File: config.mk
export PLATFORM = sky130hd
export DESIGN_NAME = iterative_white_balance_gain_flat
export DESIGN_NICKNAME = d
export VERILOG_FILES = /design/src/hw/rtl/iwb_pkg.sv /design/src/hw/rtl/iwb_pix_in_if.sv /design/src/hw/rtl/iwb_pix_out_if.sv /design/src/hw/rtl/iwb_cfg_if.sv /design/src/hw/rtl/iterative_white_balance_gain.sv /design/src/hw/rtl/iwb_front.sv /design/src/hw/rtl/iwb_queue.sv /design/src/hw/rtl/iwb_back.sv /design/src/flat_wrapper.sv
export VERILOG_INCLUDE_DIRS = /design/src /design/src/hw/rtl
export SDC_FILE = /design/constraint.sdc
export NUM_CORES = 1
export LEC_CHECK = 0
export BUFFER_PORTS_ARGS = -buffer_cell sky130_fd_sc_hd__buf_2
export CAP_MARGIN = 40
export CORE_ASPECT_RATIO = 2
export CORE_MARGIN = 3
export CORE_UTILIZATION = 45
export CTS_BUF_LIST = sky130_fd_sc_hd__clkbuf_4 sky130_fd_sc_hd__clkbuf_8
export CTS_CLUSTER_DIAMETER = 200
export DETAILED_ROUTE_END_ITERATION = 10
export PLACE_DENSITY = 0.65
export REMOVE_ABC_BUFFERS = 1
export SLEW_MARGIN = 20
export SYNTH_ARGS = -nofsm -noshare
export SYNTH_HDL_FRONTEND = slang
export SYNTH_SLANG_ARGS = --single-unit
File: constraint.sdc
create_clock -name clk -period 5.8 [get_ports clk]
set_input_delay 0.58 -clock clk [delete_from_list [all_inputs] [get_ports clk]]
set_output_delay 0.58 -clock clk [all_outputs]
set_load 0.02 [all_outputs]
File: src/hw/rtl/iterative_white_balance_gain_defines.svh
// Assertion macros shared by the white balance gain RTL.
`ifndef ITERATIVE_WHITE_BALANCE_GAIN_DEFINES_SVH
`define ITERATIVE_WHITE_BALANCE_GAIN_DEFINES_SVH

// Same-cycle implication, clocked on clk, off during reset.
`define IWB_ASSERT_IMP(label, ante, cons, msg) \
    label: assert property (@(posedge clk) disable iff (!rst_n) (ante) |-> (cons)) \
        else $error(msg);

// Next-cycle implication, clocked on clk, off during reset.
`define IWB_ASSERT_NEXT(label, ante, cons, msg) \
    label: assert property (@(posedge clk) disable iff (!rst_n) (ante) |=> (cons)) \
        else $error(msg);

`endif

File: src/hw/rtl/iwb_pkg.sv
// Types and constants of the white balance gain block.
`default_nettype none
package iwb_pkg;

    localparam int PixW    = 8;
    localparam int GainW   = 10;
    localparam int SumW    = 32;
    localparam int CfgIdxW = 8;

    localparam logic [GainW-1:0] GainOne = 10'd256;
    localparam logic [GainW-1:0] GainMax = 10'd1023;

    // register indexes of the configuration port
    typedef enum logic [CfgIdxW-1:0] {
        CFG_WHITE_THRESHOLD = 8'd0,
        CFG_GAIN_STEP       = 8'd1
    } cfg_reg_t;

    typedef struct packed {
        logic [7:0] white_threshold;
        logic [7:0] gain_step;
    } cfg_t;

    typedef struct packed {
        logic [PixW-1:0]   pix_b;
        logic [PixW-1:0]   pix_g;
        logic [PixW-1:0]   pix_r;
        logic [7:0]        stat_y;
        logic signed [7:0] stat_cb;
        logic signed [7:0] stat_cr;
        logic              frame_last;
    } pix_in_t;

    typedef struct packed {
        logic [PixW-1:0]  out_b;
        logic [PixW-1:0]  out_g;
        logic [PixW-1:0]  out_r;
        logic [GainW-1:0] blue_gain_now;
        logic [GainW-1:0] red_gain_now;
        logic             gains_updated;
    } pix_out_t;

    // classified item: chroma deltas are zero for pixels that are not near white
    typedef struct packed {
        logic [PixW-1:0] pix_b;
        logic [PixW-1:0] pix_g;
        logic [PixW-1:0] pix_r;
        logic [7:0]      cb_delta;
        logic [7:0]      cr_delta;
        logic            frame_last;
    } qent_t;

endpackage
`default_nettype wire

File: src/hw/rtl/iwb_pix_in_if.sv
// Input pixel stream channel.
`default_nettype none
interface iwb_pix_in_if;
    import iwb_pkg::*;

    logic    valid;
    logic    ready;
    pix_in_t data;

    modport source (output valid, output data, input ready);
    modport sink (input valid, input data, output ready);
endinterface
`default_nettype wire

File: src/hw/rtl/iwb_pix_out_if.sv
// Output pixel stream channel.
`default_nettype none
interface iwb_pix_out_if;
    import iwb_pkg::*;

    logic     valid;
    logic     ready;
    pix_out_t data;

    modport source (output valid, output data, input ready);
    modport sink (input valid, input data, output ready);
endinterface
`default_nettype wire

File: src/hw/rtl/iwb_cfg_if.sv
// Configuration write channel.
`default_nettype none
interface iwb_cfg_if;
    import iwb_pkg::*;

    logic               valid;
    logic               ready;
    logic [CfgIdxW-1:0] index;
    logic [7:0]         wdata;

    modport source (output valid, output index, output wdata, input ready);
    modport sink (input valid, input index, input wdata, output ready);
endinterface
`default_nettype wire

File: src/hw/rtl/iterative_white_balance_gain.sv
// Top level of the iterative white balance gain block.
`default_nettype none
// Scales blue and red of each pixel by per-frame gains in Q2.8 and adapts the gains
// once per frame from signed Cb/Cr sums of near-white statistics pixels. One pixel
// beat is taken per clock while the queue has room, and one result beat leaves per clock
// when the sink is ready; a result goes from the queue, written at the edge that accepts
// its pixel, through the accumulate stage register to the output register.
// The pixel following a frame end is scaled with the updated gain. The front end
// classifies pixels and writes a QUEUE_DEPTH entry queue; with the accumulate stage
// and the output register the block holds up to QUEUE_DEPTH + 2 beats, so input keeps
// flowing while the output stalls until that many are inside.
// Gains reset to 1.0, sums to zero; no clearing pass is needed after reset.
// Configuration is always ready and should be written while the block is idle.
module iterative_white_balance_gain #(
    parameter int QUEUE_DEPTH = 4
) (
    input  wire logic      clk,
    input  wire logic      rst_n,
    iwb_pix_in_if.sink     pix_in,
    iwb_pix_out_if.source  pix_out,
    iwb_cfg_if.sink        cfg
);
    import iwb_pkg::*;

    cfg_t  cfg_reg;
    cfg_t  cfg_next;
    logic  q_full;
    logic  q_empty;
    logic  q_push;
    logic  q_pop;
    qent_t q_wdata;
    qent_t q_rdata;

    // configuration registers
    assign cfg.ready = 1'b1;

    always_comb
    begin
        cfg_next = cfg_reg;
        if (cfg.valid)
        begin
            unique case (cfg.index)
                CFG_WHITE_THRESHOLD: cfg_next.white_threshold = cfg.wdata;
                CFG_GAIN_STEP:       cfg_next.gain_step       = cfg.wdata;
                default:             cfg_next                 = cfg_reg;
            endcase
        end
    end

    always_ff @(posedge clk or negedge rst_n)
    begin
        if (!rst_n)
        begin
            cfg_reg.white_threshold <= 8'd180;
            cfg_reg.gain_step       <= 8'd13;
        end
        else
        begin
            cfg_reg <= cfg_next;
        end
    end

    iwb_front u_front (
        .in_valid (pix_in.valid),
        .in_ready (pix_in.ready),
        .in_data  (pix_in.data),
        .cfg      (cfg_reg),
        .q_full   (q_full),
        .q_push   (q_push),
        .q_data   (q_wdata)
    );

    iwb_queue #(
        .DEPTH (QUEUE_DEPTH)
    ) u_queue (
        .clk       (clk),
        .rst_n     (rst_n),
        .push      (q_push),
        .push_data (q_wdata),
        .full      (q_full),
        .pop       (q_pop),
        .pop_data  (q_rdata),
        .empty     (q_empty)
    );

    iwb_back u_back (
        .clk       (clk),
        .rst_n     (rst_n),
        .cfg       (cfg_reg),
        .q_empty   (q_empty),
        .q_data    (q_rdata),
        .q_pop     (q_pop),
        .out_valid (pix_out.valid),
        .out_ready (pix_out.ready),
        .out_data  (pix_out.data)
    );

endmodule
`default_nettype wire

File: src/hw/rtl/iwb_front.sv
// Front end: accepts pixel beats and classifies them as near white or not.
`default_nettype none
module iwb_front (
    input  wire logic            in_valid,
    output logic                 in_ready,
    input  iwb_pkg::pix_in_t     in_data,
    input  iwb_pkg::cfg_t        cfg,
    input  wire logic            q_full,
    output logic                 q_push,
    output iwb_pkg::qent_t       q_data
);
    import iwb_pkg::*;

    logic [7:0]        cb_mag;
    logic [7:0]        cr_mag;
    logic signed [9:0] white_metric;
    logic signed [9:0] thr_ext;
    logic              is_white;

    // handshake: take a beat whenever the queue has room
    assign in_ready = !q_full;
    assign q_push   = in_valid && !q_full;

    // chroma magnitudes; -128 maps to 128, which fits unsigned 8 bits
    assign cb_mag = in_data.stat_cb[7] ? (~in_data.stat_cb + 8'd1) : in_data.stat_cb;
    assign cr_mag = in_data.stat_cr[7] ? (~in_data.stat_cr + 8'd1) : in_data.stat_cr;

    // Y - |Cb| - |Cr| spans [-256, 255], signed compare against threshold
    assign white_metric = $signed({2'b00, in_data.stat_y}) - $signed({2'b00, cb_mag})
                          - $signed({2'b00, cr_mag});
    assign thr_ext      = $signed({2'b00, cfg.white_threshold});
    assign is_white     = white_metric > thr_ext;

    // classified entry
    always_comb
    begin
        q_data.pix_b      = in_data.pix_b;
        q_data.pix_g      = in_data.pix_g;
        q_data.pix_r      = in_data.pix_r;
        q_data.cb_delta   = is_white ? in_data.stat_cb : 8'd0;
        q_data.cr_delta   = is_white ? in_data.stat_cr : 8'd0;
        q_data.frame_last = in_data.frame_last;
    end

endmodule
`default_nettype wire

File: src/hw/rtl/iwb_queue.sv
// Short flip-flop queue between front and back end.
`default_nettype none
`include "iterative_white_balance_gain_defines.svh"
module iwb_queue #(
    parameter int DEPTH = 4
) (
    input  wire logic        clk,
    input  wire logic        rst_n,
    input  wire logic        push,
    input  iwb_pkg::qent_t   push_data,
    output logic             full,
    input  wire logic        pop,
    output iwb_pkg::qent_t   pop_data,
    output logic             empty
);
    import iwb_pkg::*;

    localparam int AW = $clog2(DEPTH);
    localparam int CW = $clog2(DEPTH + 1);

    qent_t           mem_reg [DEPTH];
    logic [AW-1:0]   wr_ptr_reg;
    logic [AW-1:0]   wr_ptr_next;
    logic [AW-1:0]   rd_ptr_reg;
    logic [AW-1:0]   rd_ptr_next;
    logic [CW-1:0]   count_reg;
    logic [CW-1:0]   count_next;

    assign full     = (count_reg == CW'(DEPTH));
    assign empty    = (count_reg == '0);
    assign pop_data = mem_reg[rd_ptr_reg];

    // pointer and fill count update
    always_comb
    begin
        wr_ptr_next = wr_ptr_reg;
        rd_ptr_next = rd_ptr_reg;
        count_next  = count_reg;
        if (push)
        begin
            wr_ptr_next = (wr_ptr_reg == AW'(DEPTH - 1)) ? '0 : wr_ptr_reg + 1'b1;
        end
        if (pop)
        begin
            rd_ptr_next = (rd_ptr_reg == AW'(DEPTH - 1)) ? '0 : rd_ptr_reg + 1'b1;
        end
        if (push && !pop)
        begin
            count_next = count_reg + 1'b1;
        end
        else if (pop && !push)
        begin
            count_next = count_reg - 1'b1;
        end
    end

    always_ff @(posedge clk or negedge rst_n)
    begin
        if (!rst_n)
        begin
            wr_ptr_reg <= '0;
            rd_ptr_reg <= '0;
            count_reg  <= '0;
        end
        else
        begin
            wr_ptr_reg <= wr_ptr_next;
            rd_ptr_reg <= rd_ptr_next;
            count_reg  <= count_next;
        end
    end

    // storage, no reset
    always_ff @(posedge clk)
    begin
        if (push)
        begin
            mem_reg[wr_ptr_reg] <= push_data;
        end
    end

    `IWB_ASSERT_IMP(a_q_no_overflow, push, !full, "queue push while full")
    `IWB_ASSERT_IMP(a_q_no_underflow, pop, !empty, "queue pop while empty")
    `IWB_ASSERT_NEXT(a_q_count_up, push && !pop, count_reg == $past(count_reg) + 1'b1,
        "queue count did not rise on push")

endmodule
`default_nettype wire

File: src/hw/rtl/iwb_back.sv
// Back end: chroma accumulation, end-of-frame gain update, pixel scaling.
`default_nettype none
`include "iterative_white_balance_gain_defines.svh"
module iwb_back (
    input  wire logic          clk,
    input  wire logic          rst_n,
    input  iwb_pkg::cfg_t      cfg,
    input  wire logic          q_empty,
    input  iwb_pkg::qent_t     q_data,
    output logic               q_pop,
    output logic               out_valid,
    input  wire logic          out_ready,
    output iwb_pkg::pix_out_t  out_data
);
    import iwb_pkg::*;

    // saturating add of a signed chroma value to a signed sum
    function automatic logic [SumW-1:0] sat_add(input logic [SumW-1:0] acc,
                                                input logic [7:0] d);
        logic [SumW:0] s;
        begin
            s = {acc[SumW-1], acc} + {{(SumW + 1 - 8){d[7]}}, d};
            if (s[SumW] != s[SumW-1])
            begin
                sat_add = s[SumW] ? {1'b1, {(SumW - 1){1'b0}}} : {1'b0, {(SumW - 1){1'b1}}};
            end
            else
            begin
                sat_add = s[SumW-1:0];
            end
        end
    endfunction

    // magnitude of a signed sum, one bit wider so the most negative value fits
    function automatic logic [SumW:0] sum_mag(input logic [SumW-1:0] x);
        begin
            sum_mag = x[SumW-1] ? (~{1'b1, x} + 1'b1) : {1'b0, x};
        end
    endfunction

    // gain step against the sum sign, clamped to [0, GainMax]
    function automatic logic [GainW-1:0] step_gain(input logic [GainW-1:0] g,
                                                   input logic down,
                                                   input logic [7:0] st);
        logic [GainW:0] up_sum;
        begin
            up_sum = {1'b0, g} + {{(GainW + 1 - 8){1'b0}}, st};
            if (down)
            begin
                step_gain = (g > {{(GainW - 8){1'b0}}, st}) ?
                            g - {{(GainW - 8){1'b0}}, st} : '0;
            end
            else
            begin
                step_gain = (up_sum > {1'b0, GainMax}) ? GainMax : up_sum[GainW-1:0];
            end
        end
    endfunction

    // scale, round half up, clamp to 255
    function automatic logic [PixW-1:0] scale_px(input logic [PixW-1:0] px,
                                                 input logic [GainW-1:0] g);
        logic [PixW+GainW-1:0] rnd;
        begin
            rnd = px * g + (PixW + GainW)'(128);
            scale_px = (|rnd[PixW+GainW-1:16]) ? {PixW{1'b1}} : rnd[15:8];
        end
    endfunction

    logic [SumW-1:0]  cb_sum_reg;
    logic [SumW-1:0]  cb_sum_next;
    logic [SumW-1:0]  cr_sum_reg;
    logic [SumW-1:0]  cr_sum_next;
    logic [SumW-1:0]  cb_fin;
    logic [SumW-1:0]  cr_fin;

    logic             a_valid_reg;
    logic             a_valid_next;
    logic [PixW-1:0]  a_pix_b_reg;
    logic [PixW-1:0]  a_pix_g_reg;
    logic [PixW-1:0]  a_pix_r_reg;
    logic             a_last_reg;
    logic [SumW-1:0]  a_cb_reg;
    logic [SumW-1:0]  a_cr_reg;

    logic [GainW-1:0] blue_gain_reg;
    logic [GainW-1:0] blue_gain_next;
    logic [GainW-1:0] red_gain_reg;
    logic [GainW-1:0] red_gain_next;

    logic             out_valid_reg;
    logic             out_valid_next;
    pix_out_t         out_data_reg;
    pix_out_t         out_data_next;

    logic             advance;
    logic             b_move;
    logic             a_load;
    logic             pick_blue;
    logic             cb_pos;
    logic             cr_pos;

    // pipeline control: output register frees when empty or taken
    assign advance = !out_valid_reg || out_ready;
    assign b_move  = a_valid_reg && advance;
    assign a_load  = !q_empty && (!a_valid_reg || b_move);
    assign q_pop   = a_load;

    // stage A: accumulate near-white chroma; frame end clears the running sums
    assign cb_fin = sat_add(cb_sum_reg, q_data.cb_delta);
    assign cr_fin = sat_add(cr_sum_reg, q_data.cr_delta);

    always_comb
    begin
        cb_sum_next  = cb_sum_reg;
        cr_sum_next  = cr_sum_reg;
        a_valid_next = a_valid_reg;
        if (a_load)
        begin
            cb_sum_next  = q_data.frame_last ? '0 : cb_fin;
            cr_sum_next  = q_data.frame_last ? '0 : cr_fin;
            a_valid_next = 1'b1;
        end
        else if (b_move)
        begin
            a_valid_next = 1'b0;
        end
    end

    // stage B: gain decision from the closing sums
    assign pick_blue = sum_mag(a_cb_reg) > sum_mag(a_cr_reg);
    assign cb_pos    = !a_cb_reg[SumW-1] && (a_cb_reg != '0);
    assign cr_pos    = !a_cr_reg[SumW-1] && (a_cr_reg != '0);

    always_comb
    begin
        blue_gain_next = blue_gain_reg;
        red_gain_next  = red_gain_reg;
        if (b_move && a_last_reg)
        begin
            if (pick_blue)
            begin
                blue_gain_next = step_gain(blue_gain_reg, cb_pos, cfg.gain_step);
            end
            else
            begin
                red_gain_next = step_gain(red_gain_reg, cr_pos, cfg.gain_step);
            end
        end
    end

    // stage B: scaling with the gains held before this beat's update
    always_comb
    begin
        out_data_next.out_b         = scale_px(a_pix_b_reg, blue_gain_reg);
        out_data_next.out_g         = a_pix_g_reg;
        out_data_next.out_r         = scale_px(a_pix_r_reg, red_gain_reg);
        out_data_next.blue_gain_now = blue_gain_next;
        out_data_next.red_gain_now  = red_gain_next;
        out_data_next.gains_updated = a_last_reg;
        out_valid_next              = b_move ? 1'b1 : (out_ready ? 1'b0 : out_valid_reg);
    end

    always_ff @(posedge clk or negedge rst_n)
    begin
        if (!rst_n)
        begin
            cb_sum_reg    <= '0;
            cr_sum_reg    <= '0;
            a_valid_reg   <= 1'b0;
            blue_gain_reg <= GainOne;
            red_gain_reg  <= GainOne;
            out_valid_reg <= 1'b0;
        end
        else
        begin
            cb_sum_reg    <= cb_sum_next;
            cr_sum_reg    <= cr_sum_next;
            a_valid_reg   <= a_valid_next;
            blue_gain_reg <= blue_gain_next;
            red_gain_reg  <= red_gain_next;
            out_valid_reg <= out_valid_next;
        end
    end

    // payload registers
    always_ff @(posedge clk)
    begin
        if (a_load)
        begin
            a_pix_b_reg <= q_data.pix_b;
            a_pix_g_reg <= q_data.pix_g;
            a_pix_r_reg <= q_data.pix_r;
            a_last_reg  <= q_data.frame_last;
            a_cb_reg    <= cb_fin;
            a_cr_reg    <= cr_fin;
        end
        if (b_move)
        begin
            out_data_reg <= out_data_next;
        end
    end

    assign out_valid = out_valid_reg;
    assign out_data  = out_data_reg;

    `IWB_ASSERT_NEXT(a_gain_only_at_frame_end, !(b_move && a_last_reg),
        blue_gain_reg == $past(blue_gain_reg) && red_gain_reg == $past(red_gain_reg),
        "gain changed outside a frame end")
    `IWB_ASSERT_NEXT(a_sums_clear_at_frame_end, a_load && q_data.frame_last,
        cb_sum_reg == '0 && cr_sum_reg == '0, "chroma sums not cleared at frame end")
    `IWB_ASSERT_IMP(a_no_load_into_stalled_stage, a_valid_reg && !advance, !a_load,
        "stage A overwritten while stalled")

endmodule
`default_nettype wire

File: src/flat_wrapper.sv
// flat-port wrapper written by rule: the top's interface ports become plain ports
module iterative_white_balance_gain_flat import iwb_pkg::*;
#(
    parameter int QUEUE_DEPTH = 4
)
  (clk, rst_n, pix_in_valid, pix_in_data, pix_in_ready, pix_out_valid, pix_out_data, pix_out_ready, cfg_valid, cfg_index, cfg_wdata, cfg_ready);
  iwb_pix_in_if pix_in_i ();
  iwb_pix_out_if pix_out_i ();
  iwb_cfg_if cfg_i ();
  input  wire logic clk;
  input  wire logic rst_n;
  input wire logic [$bits(pix_in_i.valid)-1:0] pix_in_valid;
  input wire logic [$bits(pix_in_i.data)-1:0] pix_in_data;
  output wire logic [$bits(pix_in_i.ready)-1:0] pix_in_ready;
  output wire logic [$bits(pix_out_i.valid)-1:0] pix_out_valid;
  output wire logic [$bits(pix_out_i.data)-1:0] pix_out_data;
  input wire logic [$bits(pix_out_i.ready)-1:0] pix_out_ready;
  input wire logic [$bits(cfg_i.valid)-1:0] cfg_valid;
  input wire logic [$bits(cfg_i.index)-1:0] cfg_index;
  input wire logic [$bits(cfg_i.wdata)-1:0] cfg_wdata;
  output wire logic [$bits(cfg_i.ready)-1:0] cfg_ready;
  assign pix_in_i.valid = pix_in_valid;
  assign pix_in_i.data = pix_in_data;
  assign pix_in_ready = pix_in_i.ready;
  assign pix_out_valid = pix_out_i.valid;
  assign pix_out_data = pix_out_i.data;
  assign pix_out_i.ready = pix_out_ready;
  assign cfg_i.valid = cfg_valid;
  assign cfg_i.index = cfg_index;
  assign cfg_i.wdata = cfg_wdata;
  assign cfg_ready = cfg_i.ready;
  iterative_white_balance_gain #(.QUEUE_DEPTH(QUEUE_DEPTH)) u_core (.clk(clk), .rst_n(rst_n), .pix_in(pix_in_i), .pix_out(pix_out_i), .cfg(cfg_i));
endmodule
==> results of run 1 <==
-- placed cells by master, fill, tap and decap left out, types with 9 or more instances in the layout --
master,n
and3_1,13
nand2_1,256
o21bai_1,22
o41ai_1,12
dfrtp_1,98
o31ai_1,22
bufinv_16,9
o21ai_0,160
o211ai_1,18
nand4_1,28
nor2b_1,23
xnor2_1,73
and2_1,98
buf_2,115
o21a_1,21
nor3_1,23
dfstp_2,9
a21boi_0,12
nor4_1,14
nand3_1,30
or4_1,9
clkinv_1,13
a21o_1,65
a21oi_1,131
or2_2,10
a211oi_1,10
xor2_1,68
mux2_2,12
clkinv_2,13
ha_1,245
mux4_2,41
or3_1,22
maj3_1,44
buf_4,46
clkbuf_8,61
inv_1,202
nor2_1,156
nand2b_1,28
edfxtp_1,298
fa_1,103
-- per-stage QoR --
step | std cells | TNS [ns] | cell area (um^2) | setup slack [ns] | hold slack (ns)
CTS | 3574 | 0 | 31080 | 0.05391 | 0.07855
global route | 3577 | 0 | 31120 | 0.01467 | 0.1064
finish | 3577 | 0 | 31120 | 0.3525 | 0.1360
detailed placement | 3461 | 0 | 29730 | 0.08597 | 0.4056
floorplan | 2516 | -317.14 | 27710 | -2.516 | 0.2844
global placement | 3458 | 0 | 29700 | 0.1915 | 0.4026
-- what timing repair did --
item | 4_1_cts | 5_1_grt
setup endpoints to repair | 0 | 16
gates resized for setup | 0 | 3
hold endpoints to repair | 15 | 0
buffers inserted | 0 | 0
hold buffers | 1 | 0
-- kinds of logic (layout without fill, tap and decap cells) --
group / after synthesis / after routing
buffers and inverters: 302 / 483
flip-flops: 407 / 407
multiplexers: 59 / 59
other: 2 / 4
XOR/XNOR: 143 / 143
adder cells (fa/ha/maj): 392 / 392
AND/OR/NAND/NOR: 741 / 741
AO/OA/AOI/OAI: 568 / 568
-- worst max-delay path: stages, from the launching register on --
cell	delay, ns
edfxtp_1	0.52
and2_1	0.22
fa_1	0.44
inv_1	0.09
fa_1	0.40
fa_1	0.49
fa_1	0.54
inv_1	0.04
ha_1	0.31
a21o_1	0.18
a221oi_2	0.41
o21ai_1	0.19
o41a_1	0.35
and2_1	0.21
nor3_1	0.14
o21bai_1	0.11
mux2i_1	0.22
or2_2	0.33
-- final cells by class --
cell class	instances	area [um^2]
antenna	1	2.502
clock buffer	68	892.1
clock inverter	44	455.4
fill	5557	30220
inverter	203	764.5
multi-input combinational	1906	15310
sequential	407	11690
tap	780	975.9
timing repair buffer	168	1032
-- layer usage --
| layer | vias up | GRT usage [%] | wire, um |
|---|---|---|---|
| met2 | 460 | 43.27 | 40750 |
| met4 | 0 | 10.36 | 3639 |
| li1 | 9631 | - | - |
| met1 | 9986 | 21.66 | 24330 |
| met3 | 183 | 1.903 | 2066 |
| met5 | - | 0 | 0 |
-- worst min path at each step --
stage                                     to
2_1_floorplan             u_core.cfg_reg[11]
3_3_place_gp      u_core.u_back.out_data[32]
3_5_place_dp      u_core.u_back.out_data[36]
4_1_cts        u_core.u_queue.mem_reg[1][21]
5_1_grt        u_core.u_queue.mem_reg[0][21]
6_report       u_core.u_queue.mem_reg[1][17]
==> run summary, run 1 <==
From synthesis to final layout, the design area changed by 10.81%. The average size of a mapped cell came out at 10.74 um^2. After synthesis the netlist holds a flip-flop and latch count of 407.

The peak fanout along the critical path was 10; the total of endpoints with negative setup slack in the final report was 0. The tools report the core box area as 61,340 um^2. In this run the worst setup path terminates at u_core.u_back.out_data[39].

For the pin with the worst max-slew slack, the measured transition is 0.8164 ns. Of the post-synthesis cell area, the part taken by muxes is 3.983%. The logs give 0 for the final max-slew violation count and 3,163 for the number of nets in the final layout.

Category of the worst setup path launch point: a flip-flop. By count the netlist is led by edfxtp_1, nand2_1, ha_1. Setup slack on the worst reg-to-reg path comes out at 0.35 ns. In the routed layout, each cell is associated on average with a via count of 5.664. After synthesis, the share of flip-flops with an asynchronous set or reset is 26.78%. Wires add up to 70,780 um.

The floorplan has 128 rows. Summing the areas of all fa, ha and maj instances in the mapped netlist gives 19.82% of the synthesized area. The run finished with clean final reports. For this block, the via count after detailed routing is 20,260. The clock latency reported for the late side of the worst-skew pair is 0.66 ns. The synthesized netlist devotes 4.459% of its cell area to XOR and XNOR gates.

The detailed router finished its first iteration with 1,084 violations. CTS placed an instance of clkbuf_8 at the clock tree root. The number of cells on the worst hold path came out at 1. In this run the remaining antenna-violating nets after routing total 0.

The number of synthesized flops with an enable pin was 298; the top-level port count was 118. The number of flip-flops in the largest register came out at 164. Timing would allow up to 183.6 MHz.

Via count of the first global-routing pass: 21,810. The top cell type's share of synthesized area works out to 31.86%. Counting cells, the worst reg-to-reg path comes to 17. The number of different library cells used by synthesis comes to 83. By startpoint and endpoint, the worst setup path is classified as reg2reg. The worst pin sits at a relative slew slack of 45.37%.

Dominant cell type by area after synthesis: edfxtp_1. For the worst setup path, the data arrival time is 5.85 ns. The sum of overflow across all layers after global routing was 0; the y dimension of the die was 359.3 um. Entering global routing, the biggest net connects 48 pins. The dominant combinational cell family by area after synthesis is adder cells.

Measured on the finished design, the core utilization comes to 50.74%. The number of input and output port buffers inserted came out at 116. The tools report the type of destination of the critical path as a flip-flop. The clock sink count came out at 407. The most critical setup path has its startpoint at u_core.u_back.a_pix_b_reg[4]. The first TritonRoute pass finished after 5 iterations. Global routing used 21.59% of the available tracks across all layers. Once detailed placement completed, the half-perimeter wirelength came to 54,700 um. The initial antenna violation count came out at 2. The share of cells above drive strength 1 was 13.38%. The synthesized netlist devotes 13.09% of its cell area to compound gates. In this run the critical register-to-register path is launched from u_core.u_back.a_pix_b_reg[4]. For this run, the number of Yosys warnings is 0. The min-delay analysis places its worst path in the category in2reg.

The horizontal die dimension is 182.7 um. Setup repair after global routing left no endpoint under its margin. The synthesized instance count came out at 2,614. TritonCTS created 59 clock buffers. The tools report the starting density of the core as 45.79%. The startpoint of the worst hold path was pix_in_data[25].

By area the synthesized netlist is led by edfxtp_1, ha_1, dfrtp_1. The average wire per standard cell came out at 19.79 um. Summing the sequential cell areas from Yosys gives 41.61% of the chip area. For the die area, the log shows 65,630 um^2. The total count of hold-check failures in the final report is 0, and the clock slew seen by the registers of the worst setup and hold paths is 0.07 ns. The clock tree synthesis step divided the H-tree into 2 levels. The number of remaining DRC errors is 0. The most common cell in the synthesized netlist is edfxtp_1. The fraction of the mapped netlist area in simple logic gates is 12.94%.

The tools report the endpoint of the worst register-to-register path as u_core.u_back.out_data[39]. Maximum buffer depth of the clock tree: 3. The most used flip-flop cell after synthesis is edfxtp_1.

TritonCTS built the clock tree. The final cycle utilization of the critical path came out at 93.92%. The run gives 0 as the max-cap violation count. Clock period minus final worst setup slack: 5.447 ns. The first global-routing pass estimated 113,000 um of wire. For the worst endpoint required time, the log shows 6.20 ns.

The tools report the final setup skew as 0.02892 ns. In this run the cell area of the synthesized design comes to 28,090 um^2. The tools report the last weighted congestion value of the routability-driven placer as 0.9068.
Power of run 1 is not shown: default switching activity piles up to over one toggle a cycle in this logic, so the estimate is an artifact.
==> inputs of run 2 (changes only) <==
--- a/config.mk
+++ b/config.mk
@@ -20,3 +20,4 @@
 export SYNTH_ARGS = -nofsm -noshare
 export SYNTH_HDL_FRONTEND = slang
 export SYNTH_SLANG_ARGS = --single-unit
+export TNS_END_PERCENT = 20
==> constraint.sdc (replaced) <==
create_clock -name clk -period 5.9 [get_ports clk]
set_input_delay 0.59 -clock clk [delete_from_list [all_inputs] [get_ports clk]]
set_output_delay 0.59 -clock clk [all_outputs]
set_load 0.02 [all_outputs]
==> run summary, run 2 (same netlist as run 1, synthesis figures left out) <==
The run finished with clean final reports. Based on the critical path, the design can be clocked at up to 180.1 MHz. The horizontal die dimension was 182.7 um; the die area was 65,630 um^2. In the layout the commonest cells are edfxtp_1, nand2_1, ha_1, inv_1, o21ai_0.

The clock net in this run drives a total of 407 sinks. The tools report the total count of hold-check failures in the final report as 0. Cells with a size suffix above 1 make up 13.08% of the layout. Leaving out fill and tap cells, the most frequent cell in the layout is edfxtp_1. Total track usage: 21.44%. The number of remaining DRC errors is 0.

Across the run, the number of max-cap violations was 0. The launch point of the worst reg-to-reg path is u_core.u_back.a_pix_b_reg[4]. The register with the most flip-flops in the layout has 164 of them. The kind of critical path was reg2reg. The layout-stage area growth over the synthesis result is 10.38%, and the sum of overflow across all layers after global routing is 0.

The final critical path takes up 94.13% of the cycle. The tools report the maximum level of the CTS H-tree as 2. Row generation in the floorplan step produced 128 rows. After routing the design area is 31,000 um^2. The cell depth of the worst flop-to-flop path works out to 17.

Setup repair after global routing left no endpoint under its margin. The path with the worst hold slack has its endpoint at u_core.u_queue.mem_reg[3][24]. The worst setup path is launched from a flip-flop.

The root cell of the clock tree was clkbuf_8. The top-level port count came out at 118. The die is 359.3 um tall.

The count of nets left with antenna violations once routing finished came out at 0. The run gives 21,610 as the via count of the first global-routing pass. TritonCTS built the clock tree.

In this run, CTS created clock tree buffers numbering 58. The clock latency reported for the late side of the worst-skew pair was 0.67 ns. The internal reg-to-reg setup slack was 0.35 ns. The worst setup path is captured at a flip-flop. After clock tree synthesis, the clock-pin slew on the worst setup and hold paths is 0.07 ns. Data on the critical path is required at its endpoint by 6.29 ns. The tools report the final-layout fill cell count as 5,584. The peak fanout along the critical path came out at 10. The startpoint identified for the worst hold timing path is pix_in_data[32]. The starting density of the core was 45.79%; the clock period minus final worst setup slack was 5.554 ns.

Input and output buffers added on the ports amount to 116. The endpoint of the worst register-to-register path was u_core.u_back.out_data[44]. The region available for standard cell placement spans 61,340 um^2. The timing startpoint of the critical path was u_core.u_back.a_pix_b_reg[4].

The mean number of vias per cell is 5.633, and the initial antenna violation count is 3. The worst hold-check path type was in2reg. The first global-routing pass estimated 112,100 um of wire. In the final routed layout, each cell accounts on average for 19.66 um. For the maximum buffer depth of the clock tree, the log shows 3.

Cells fill 50.54% of the core in the end. The first-iteration detailed-routing DRC count was 1,066. Setup violations remaining at the end of the flow were counted as 0. Measured against its own limit, the worst slew margin works out to 43.59%. The detailed-router iteration count before antenna repair is 5, and the number of nets in the final layout is 3,159. The number of cells on the worst hold path was 1. At the end of routability-driven placement, the weighted congestion stood at 0.8880.

The final route contains 20,120 vias. The final setup skew came out at 0.03406 ns. Routed wire length: 70,230 um. The final max-slew violation count came out at 0. The estimated wirelength of the detail-placed design was 53,620 um; the pin slew with the least headroom to its limit was 0.8431 ns. Summing all placed instances gives a cell area of 29,690 um^2.

Critical path arrival: 5.94 ns. The tools report the pin count of the biggest net entering global routing as 48.
## run 2: changes by cell type in the layout (fill, tap and decap cells not counted)
cell        before  now
buf_12           3    1
buf_4           46   45
bufinv_16        9    6
clkbuf_4         7   14
clkbuf_8        61   63
clkinv_1        13   16
clkinv_2        13    7
clkinv_4         2    0
clkinvlp_4       6    2
diode_2          1    2
o21ai_0        160  161
o21ai_1          4    3
## run 2: repair_timing
| action | 4_1_cts | 5_1_grt |
|---|---|---|
| resized for setup | 0 | 2 |
| hold endpoints to repair | 19 | 0 |
| buffers inserted | 0 | 0 |
| hold buffers | 1 | 0 |
| setup endpoints to repair | 0 | 14 |
## run 2: worst max-delay path, stage by stage, from the launching register on
cell	delay, ns
edfxtp_1	0.52
and2_1	0.22
fa_1	0.42
inv_1	0.09
fa_1	0.41
fa_1	0.47
fa_1	0.55
inv_1	0.04
ha_1	0.30
a21o_1	0.18
a221oi_2	0.37
o21ai_0	0.25
o41a_1	0.37
and2_1	0.20
nor3_1	0.20
o21bai_1	0.13
mux2i_1	0.22
or2_2	0.34
## run 2: cell type report
type	instances	area [um^2]	share of cell area, %
Timing Repair Buffer	165	984.7	3.176
Sequential cell	407	11690	37.72
Tap cell	780	975.9	3.148
Multi-Input combinational cell	1906	15310	49.37
Antenna cell	2	5.005	0.01614
Clock buffer	77	972.2	3.136
Inverter	203	764.5	2.466
Clock inverter	32	299.0	0.9646
## run 2: worst max-delay path by stage
stage,to,slack [ns],cells past startpoint
floorplan,u_core.u_back.a_cb_reg[0],-2.42,2
global placement,u_core.u_back.out_data[44],0.28,17
detailed placement,u_core.u_back.out_data[44],0.12,17
CTS,u_core.u_back.out_data[44],0.07,17
global route,u_core.u_back.out_data[22],0.08,16
finish,u_core.u_back.out_data[44],0.35,17
## run 2: layer usage
metal / GRT usage, % / up-vias / share of wire [%]
li1: - / 9623 / -
met2: 42.70 / 426 / 57
met3: 2.025 / 183 / 2.9
met4: 10.53 / 0 / 5.2
met5: 0 / - / 0
met1: 21.59 / 9888 / 35
## run 2: through the flow
stage	hold slack, ns	setup TNS (ns)	std cells	worst slack (ns)
after floorplan	0.2944	-301.84	2516	-2.416
after global placement	0.4052	0	3455	0.2766
after detailed placement	0.4066	0	3459	0.1180
after CTS	0.1070	0	3569	0.06507
after global routing	0.1257	0	3572	0.07741
final	0.1580	0	3572	0.3465
Power of run 2 is left out for the same reason.
==> inputs of run 3 (changes only) <==
--- a/config.mk
+++ b/config.mk
@@ -14,7 +14,6 @@
 export CTS_BUF_LIST = sky130_fd_sc_hd__clkbuf_4 sky130_fd_sc_hd__clkbuf_8
 export CTS_CLUSTER_DIAMETER = 200
 export DETAILED_ROUTE_END_ITERATION = 10
-export PLACE_DENSITY = 0.65
 export REMOVE_ABC_BUFFERS = 1
 export SLEW_MARGIN = 20
 export SYNTH_ARGS = -nofsm -noshare
==> constraint.sdc (replaced) <==
create_clock -name clk -period 6.8 [get_ports clk]
set_input_delay 0.68 -clock clk [delete_from_list [all_inputs] [get_ports clk]]
set_output_delay 0.68 -clock clk [all_outputs]
set_load 0.02 [all_outputs]
==> run summary, run 3 (same netlist as run 1, synthesis figures left out) <==
The initial utilization of the core area, before any placement, comes to 45.79%. The average wire per standard cell came out at 20.08 um. The endpoint of the worst register-to-register path was u_core.u_back.out_data[44]. At the placement stage, the worst setup path has a slack of 1.017 ns. Traced cell by cell, the critical path runs through nand2_1 -> fa_1 -> fa_1 -> inv_1 -> fa_1 -> fa_1 -> ha_1 -> and4b_1 -> a221oi_1 -> o21ai_0 -> o41a_1 -> and2_1 -> nor3_1 -> o21bai_1 -> mux2i_1 -> or2_2. The total count of hold-check failures in the final report is 0, and the quantity of hold-fixing buffers added after cts is 0. The tree built by TritonCTS fans out to 407 sinks. Among all stages on the critical path, the largest delay is contributed by dfrtp_1.

The post-layout worst setup margin was 1.069 ns. In this run the worst hold path is classified as in2async. In this run the horizontal extent of the chip is 182.7 um. After clock tree synthesis, the repair step resized 0 gates. Across the run, the number of max-cap violations was 0.

The total overflow left after global routing is 0. The run gives 57 as the pin count of the biggest net entering global routing. Once detail routing completed, the nets flagged for antenna violations numbered 0. In this run, the number of DRC markers left after iteration 0 of detailed routing was 1,001. Across every metal layer, demand over resource in global routing totals 21.86%. Measured along the y axis, the die boundary spans 359.3 um.

For the final max-slew violation count, the log shows 0. The number of buffers inserted to repair setup after CTS was 0; the number of nets in the final layout was 3,144. The area taken by multi-input logic gates was 15,300 um^2.

For the worst endpoint required time, the log shows 7.20 ns. In this design, the critical path's most frequently occurring cell is fa_1. For the worst flop-to-flop path, the logic depth is 16.

The floorplan has 128 rows. Port buffering added 116 buffers. In the layout the commonest cells are edfxtp_1, nand2_1, ha_1, inv_1, o21ai_0. The final-layout fill cell count is 5,673, and the number of flip-flops in the largest register is 164. Across all register-to-register paths, the minimum setup slack is 1.07 ns. The pin slew with the least headroom to its limit was 0.8203 ns.

The flow ran to the end, and the final reports show no timing, DRC or antenna violations. Setup repair after global routing left no endpoint under its margin. The run gives 11,690 um^2 as the area taken by flip-flops and latches. Kind of critical path: reg2reg. After detailed routing, the number of remaining DRC violations is 0. STA classifies the critical path endpoint as a flip-flop. At the worst endpoint, the arrival time is 6.13 ns.

The die area was 65,630 um^2. From synthesis to final layout, the design area changed by 9.983%. For the maximum buffer depth of the clock tree, the log shows 3.

The routed design has 71,470 um of wire. The clock period minus final worst setup slack works out to 5.731 ns. The peak fanout along the critical path is 11, and the clock latency reported for the late side of the worst-skew pair is 0.66 ns. The detailed-router iteration count before antenna repair is 6. The total of endpoints with negative setup slack in the final report is 0. The top-level port count is 118. Dividing the detail-routed via count by the number of cells gives 5.659. The relative slew slack was 45.32%; the clock slew seen by the registers of the worst setup and hold paths was 0.07 ns. Delay of the slowest critical-path stage: 0.64 ns. Most common cell after layout, fill and taps aside: edfxtp_1.

TritonCTS built the clock tree. CTS placed an instance of clkbuf_8 at the clock tree root. Maximum level of the CTS H-tree: 2. Cells with a size suffix above 1 make up 13.04% of the layout. Summing over every cut layer, the via total after detailed routing is 20,140. The startpoint identified for the worst register-to-register timing path is u_core.u_back.blue_gain_reg[3]. The run gives 59 as the number of buffers created by CTS. The final cycle utilization of the critical path is 84.28%, and the last weighted congestion value of the routability-driven placer is 0.9164. Static timing analysis puts the maximum clock frequency at 174.5 MHz. Across the routed clock network, the largest skew measured is 0.02969 ns. The wire length of the first global-routing pass was 113,600 um; the estimated wirelength of the detail-placed design was 55,190 um.

After floorplanning, the core was sized to cover 61,340 um^2. The worst setup path is launched from a flip-flop. For the via count of the first global-routing pass, the log shows 21,620.

For the initial antenna violation count, the log shows 3.
run 3: changes by cell type in the layout (fill, tap and decap cells not counted), moves of 2 or more:
| cell | previous run | this run |
|---|---|---|
| bufinv_16 | 6 | 2 |
| clkinv_1 | 16 | 7 |
| buf_4 | 45 | 26 |
| inv_4 | 1 | 3 |
| clkbuf_8 | 63 | 65 |
| clkinvlp_4 | 2 | 4 |
| buf_16 | 0 | 2 |
| clkinv_2 | 7 | 12 |
| clkbuf_4 | 14 | 17 |
| clkinv_4 | 0 | 2 |
run 3: per-layer routing:
metal  global-route usage, %  up-vias  part of all wire (%)
li1                        -     9598                     -
met1                   21.91     9937                    34
met2                   43.87      443                    58
met3                   1.893      163                   2.8
met4                   10.51        0                   5.0
met5                       0        -                     0
run 3: final cells by class:
cell class,instances,area share [%]
Inverter,203,2.475
Tap cell,780,3.159
Clock buffer,82,3.309
Multi-Input combinational cell,1906,49.54
Antenna cell,2,0.01620
Clock inverter,30,0.6967
Timing Repair Buffer,149,2.953
Sequential cell,407,37.85
run 3: worst max-delay path, delay by kind of cell (launching register included):
family          cells  cell delay, ns
buf+inv             1            0.05
mux                 1            0.21
flops               1            0.64
compound gates      4            1.24
fa+ha+maj           5            2.30
simple gates        5            1.02
run 3: through the flow:
| step | utilization (%) | instances | hold slack (ns) | instance area, um^2 | TNS (ns) |
|---|---|---|---|---|---|
| after floorplan | - | 2516 | 0.3844 | 27710 | -168.85 |
| after global placement | 48.10 | 3435 | 0.4009 | 29500 | 0 |
| after detailed placement | 48.24 | 3441 | 0.4070 | 29590 | 0 |
| after CTS | 50.26 | 3553 | 0.06002 | 30830 | 0 |
| after global routing | 50.36 | 3559 | 0.01329 | 30890 | 0 |
| final | 50.36 | 3559 | 0.02806 | 30890 | 0 |
run 3: worst max-delay path by stage:
stage / cells past startpoint / start / slack (ns) / end
global placement: 17 / u_core.u_back.blue_gain_reg[1] / 1.11 / u_core.u_back.out_data[39]
detailed placement: 16 / u_core.u_back.blue_gain_reg[3] / 1.02 / u_core.u_back.out_data[39]
finish: 16 / u_core.u_back.blue_gain_reg[3] / 1.07 / u_core.u_back.out_data[44]
global route: 16 / u_core.u_back.blue_gain_reg[3] / 0.57 / u_core.u_back.out_data[44]
floorplan: 2 / u_core.u_queue.count_reg[0] / -1.52 / u_core.u_back.a_cb_reg[0]
CTS: 16 / u_core.u_back.blue_gain_reg[3] / 0.99 / u_core.u_back.out_data[44]
Power of run 3 is left out for the same reason.
